**src/rtl/core/smvtp_pkg.sv**
```systemverilog
// shared types and constants of the sampled min-vtime task picker
package smvtp_pkg;

  localparam logic [1:0] KIND_ENQ  = 2'd0;
  localparam logic [1:0] KIND_DISP = 2'd1;
  localparam logic [1:0] KIND_RUN  = 2'd2;
  localparam logic [1:0] KIND_STOP = 2'd3;

  localparam logic [1:0] ST_DONE  = 2'd0;
  localparam logic [1:0] ST_PICK  = 2'd1;
  localparam logic [1:0] ST_FULL  = 2'd2;
  localparam logic [1:0] ST_EMPTY = 2'd3;

  localparam logic [1:0] CFG_SLICE  = 2'd0;
  localparam logic [1:0] CFG_BUDGET = 2'd1;
  localparam logic [1:0] CFG_SEED   = 2'd2;

  localparam logic [31:0] LFSR_MASK     = 32'h8020_0003;
  localparam logic [31:0] SLICE_RESET   = 32'd20000000;
  localparam logic [9:0]  BUDGET_RESET  = 10'd500;
  localparam logic [31:0] SEED_RESET    = 32'd1;
  localparam logic [6:0]  CHARGE_SCALE  = 7'd100;

  typedef struct packed {
    logic [1:0]  kind;
    logic [21:0] task_id;
    logic [63:0] task_vtime;
    logic [31:0] slice_left;
    logic [13:0] weight;
  } in_item_t;

  typedef struct packed {
    logic [1:0]  status;
    logic [21:0] picked_id;
    logic [63:0] charged_vtime;
    logic [63:0] now_vtime;
    logic        last;
  } out_item_t;

endpackage

```
**src/rtl/core/smvtp_front.sv**
```systemverilog
// front end: input register stage that holds one pending transaction for the back end
module smvtp_front import smvtp_pkg::*; (
  input  logic     clk_i,
  input  logic     rst_ni,
  input  logic     in_valid_i,
  output logic     in_stall_o,
  input  in_item_t in_data_i,
  output logic     q_valid_o,
  input  logic     q_take_i,
  output in_item_t q_data_o
);
  logic     full_q;
  in_item_t data_q;

  assign in_stall_o = full_q;
  assign q_valid_o  = full_q;
  assign q_data_o   = data_q;

  always_ff @(posedge clk_i or negedge rst_ni) begin
    if (!rst_ni) begin
      full_q <= 1'b0;
    end else if (!full_q && in_valid_i) begin
      full_q <= 1'b1;
    end else if (q_take_i) begin
      full_q <= 1'b0;
    end
  end

  always_ff @(posedge clk_i) begin
    if (!full_q && in_valid_i) begin
      data_q <= in_data_i;
    end
  end
endmodule

```
**config.mk**
```make
export PLATFORM = sky130hd
export DESIGN_NAME = smvtp_front
export DESIGN_NICKNAME = d
export VERILOG_FILES = /design/src/rtl/core/smvtp_pkg.sv /design/src/rtl/core/smvtp_front.sv
export SDC_FILE = /design/constraint.sdc
export NUM_CORES = 1
export LEC_CHECK = 0
export BUFFER_PORTS_ARGS = -buffer_cell sky130_fd_sc_hd__buf_2
export CAP_MARGIN = 30
export CORE_AREA = 2 2 106 108
export CTS_CLUSTER_DIAMETER = 200
export DETAILED_ROUTE_END_ITERATION = 8
export DIE_AREA = 0 0 108 110
export GPL_TIMING_DRIVEN = 0
export HOLD_SLACK_MARGIN = 0.08
export PLACE_DENSITY = 0.73
export SLEW_MARGIN = 30
export SYNTH_ARGS = -nofsm -noshare
export SYNTH_HDL_FRONTEND = slang
export SYNTH_SLANG_ARGS = --single-unit
```
**constraint.sdc**
```tcl
create_clock -name clk_i -period 8.5 [get_ports clk_i]
set_clock_uncertainty 0.1 [all_clocks]
set_input_delay 0.425 -clock clk_i [delete_from_list [all_inputs] [get_ports clk_i]]
set_output_delay 0.425 -clock clk_i [all_outputs]
set_load 0.1 [all_outputs]
```
==> impl_metrics.toml, run 1 <==
[synthesis]
ys_warn_count = 0
yosysSeqAreaShare_pct = 99.4
yosys.area.top_type = "edfxtp_1"
synthTopCellsByArea = "edfxtp_1 99%, dfrtp_1 0.61%, buf_4 0.18%, nor2b_1 0.15%, a21oi_1 0.12%"
yosysTopAreaCellShare_pct = 98.8
netlist_area_sq_um = 4070
syn_nets = 277
synthCells = 139
synthDistinctLibCells = 6
postSynthAreaPerCell_sq_um = 29.3
synth-seq-cells = 135

[placed_design]
dp_hpwl_um = 7240
gp_congestion = 0.717
port_buffers = 273

[clock_network]
htreeDepth = 4
cts.sinks = 135
cts-root-buf = "clkbuf_8"
cts_buffers = 17
cts_resized = 0
cts_setup_buffers = 0
ctsHoldBuffers = 118
clk_path_buf_depth = 2

[run_status]
tool.error = "[ERROR RSZ-0060] Max buffer count reached."
run_status = "stopped before the end"
stop_stage = "clock tree synthesis (4_1_cts)"

[die]
boundaryPins = 274
die_y_um = 110
start_util_pct = 38.1
num_rows = 38
die_w_um = 108
[stage by stage]
stage	instance area, sq um	setup WS (ns)	std cells
global placement	5610	-0.505	552
detailed placement	5760	6.57	557
floorplan	4070	0.975	139
[cells by family after synthesis]
family | Yosys count | share of synthesized area (%)
simple gates | 2 | 0.246
buf+inv | 1 | 0.184
flops | 135 | 99.4
compound gates | 1 | 0.123
[Yosys cell counts (all sizes together)]
| library cell | instances |
|---|---|
| nor2b | 1 |
| edfxtp | 134 |
| a21oi | 1 |
| buf | 1 |
| nor2 | 1 |
| dfrtp | 1 |
==> run 2: changes to the inputs <==
CORE_AREA = not set   (was 2 2 106 108)
CORE_UTILIZATION = 35   (was not set)
CTS_CLUSTER_DIAMETER = not set   (was 200)
DIE_AREA = not set   (was 0 0 108 110)
HOLD_SLACK_MARGIN = not set   (was 0.08)
PLACE_DENSITY = not set   (was 0.73)
PLACE_DENSITY_LB_ADDON = 0.15   (was not set)
==> run 2 against run 1 <==
Compared with the run above:
- synthesized area unchanged
- the flow now finishes without violations
- synthesized cell count is the same
==> impl_metrics.toml, run 2 <==
[die]
start_util_pct = 35.8
boundaryPins = 274
die_w_um = 110
die_y_um = 110
fp.coreArea_sq_um = 11400
num_rows = 39
die-area_sq_um = 12100

[clock_network]
cts.sinks = 135
cts_setup_buffers = 0
clk_pin_slew_ns = 0.06
htreeDepth = 4
clk_path_buf_depth = 2
cts-root-buf = "clkbuf_16"
cts_buffers = 17
clock_latency_ns = 0.40
cts_tree = "built"

[timing]
rsz0062_at_grt = "false"
max_freq_mhz = 494
relSlewSlack_pct = 65.1
hold_viol = 0
setup_violations = 0
maxSlewViolCount = 0
fin_crit_ns = 2.02
tightest_slew_ns = 0.527
period_share_pct = 23.8
tns_ns = 0
fin_ws_ns = 6.48

[global_route]
grt_max_degree = 26
globalRouteTotalUtil_pct = 15.1
grt_pass1_vias = 2449
grt_pass1_wl_um = 12500
antenna_found_initial = 0
gr-total-overflow = 0

[critical_path]
r2r_cells = 5
critPathCaptureType = "flop"
crit_arrival_ns = 2.04
r2r_slack_ns = 6.48
timing.rr.start = "in_stall_o$_DFFE_PN0P_"
worstReg2RegEnd = "q_data_o[26]$_DFFE_PP_"
cp.required_ns = 8.51
start_kind = "flop"
path_max_fanout = 21
crit_type = "flop to flop"

[final_layout]
fillCellCount = 940
diodes = 0
fin_nets = 576
fin_util_pct = 56.1
drive_gt1_share_pct = 69.4
final_common_cell = "buf_2"
layout_common_cells = "273 x buf_2, 134 x edfxtp_1, 17 x clkbuf_16, 6 x buf_16, 5 x clkinv_4"
layout.cells.non_filler = 594
syn_to_final_growth_pct = 56.7
largest_reg_flops = 134

[route]
wl_um = 9320
ant_nets = 0
first_iter_violations = 81
vias = 2520
vias_per_cell = 4.24
post_drt_wl_per_cell_um = 15.7
drc_errors = 0
drt_pass1_iterations = 4

[pwr]
cellPowerDensity_nw_per_um2 = 300
power.switching_mw = 0.630
p_leak_nw = 2.71
power_frac_comb_pct = 21.5
p_int_mw = 1.28
vdd_ir_drop_max_v = 0.000133
p_clk_share_pct = 36.8
sw_frac_of_total_pct = 32.9
pwr-share-seq_pct = 41.7

[synthesis]
yosysSeqAreaShare_pct = 99.4
yosysMostFrequentCell = "edfxtp_1"
async_reset_ff_share_pct = 0.741
netlist_area_sq_um = 4070
synth_ff_type = "edfxtp_1"
synthTopCellsByArea = "edfxtp_1 99%, dfrtp_1 0.61%, buf_4 0.18%, nor2b_1 0.15%, a21oi_1 0.12%"
ys_warn_count = 0
synthDistinctLibCells = 6
synthCells = 139
synth-seq-cells = 135
synth-edff-count = 134
syn_nets = 277
postSynthAreaPerCell_sq_um = 29.3
yosys.area.top_type = "edfxtp_1"
yosysTopAreaCellShare_pct = 98.8

[job]
maxCapViolations = 0

[worst_hold_path]
hp-start = "in_data_i[28]"
min_path_type = "input port to flop"
worstHoldEndpoint = "q_data_o[28]$_DFFE_PP_"
hold_depth = 1

[placed_design]
dp_hpwl_um = 7160
gp_congestion = 0.677
place_inst = 561
port_buffers = 273
post-place-ws_ns = 6.39

[run_status]
run_status = "finished clean"
-- run 2: cell counts after synthesis --
No cell type changed its count.
-- run 2: cell families (layout without fill, tap and decap cells) --
logic type | after synthesis | after routing | synth area share (%)
buffers and inverters | 1 | 313 | 0.184
and+or+nand+nor | 2 | 2 | 0.246
DFF | 135 | 135 | 99.4
AOI/OAI and AO/OA | 1 | 1 | 0.123
-- run 2: worst max path at each step --
stage / slack [ns] / cells past startpoint / end / startpoint
floorplan: 0.97 / 1 / q_data_o[0]$_DFFE_PP_ / in_stall_o$_DFFE_PN0P_
global placement: -0.74 / 2 / q_data_o[32]$_DFFE_PP_ / in_valid_i
detailed placement: 6.39 / 6 / q_data_o[107]$_DFFE_PP_ / in_valid_i
CTS: 6.47 / 5 / q_data_o[26]$_DFFE_PP_ / in_stall_o$_DFFE_PN0P_
global route: 6.37 / 5 / q_data_o[10]$_DFFE_PP_ / in_stall_o$_DFFE_PN0P_
finish: 6.48 / 5 / q_data_o[26]$_DFFE_PP_ / in_stall_o$_DFFE_PN0P_
-- run 2: critical path: stages (launching register included) --
cell	delay [ns]
dfrtp_1	0.44
nor2b_4	0.40
buf_16	0.23
buf_16	0.19
buf_16	0.18
buf_16	0.16
-- run 2: what timing repair did --
action                    CTS  global route
resized for setup           0             0
hold buffers                1             0
hold endpoints to repair    1             0
-- run 2: cell type report --
class / count / area (sq um) / area share (%)
repair buffers: 280 / 1540 / 24.2
clock buffers: 17 / 425 / 6.67
flip-flops and latches: 135 / 4050 / 63.5
well taps: 143 / 179 / 2.80
multi-input cells: 3 / 22.5 / 0.353
plain buffers: 1 / 7.51 / 0.118
clock inverters: 15 / 155 / 2.43
-- run 2: metrics by stage --
step | hold WS, ns | power, mW | area [sq um]
5_1_grt | 0.0646 | 1.98 | 6380
2_1_floorplan | 0.0294 | 1.14 | 4070
3_3_place_gp | 0.102 | 1.22 | 5620
6_report | 0.0881 | 1.91 | 6380
3_5_place_dp | 0.106 | 1.23 | 5790
4_1_cts | 0.0660 | 1.93 | 6380
-- run 2: power by group through the flow --
stage | Combinational, mW | Clock (mW) | Sequential, mW
after floorplan | 0.0234 | 0 | 1.12
after global placement | 0.393 | 0 | 0.826
after detailed placement | 0.414 | 0 | 0.811
after CTS | 0.414 | 0.723 | 0.798
after global routing | 0.424 | 0.750 | 0.802
final | 0.411 | 0.704 | 0.797
-- run 2: routing by layer --
metal	share of wire [%]	vias to the layer above	global-route usage [%]	wire, um
met4	1.5	0	8.00	137
met2	50	178	25.0	4660
met1	32	1162	14.1	3020
li1	-	1170	-	-
met3	16	10	9.96	1500
met5	0	-	0	0
Note: power is estimated with default switching activity, not from simulation.
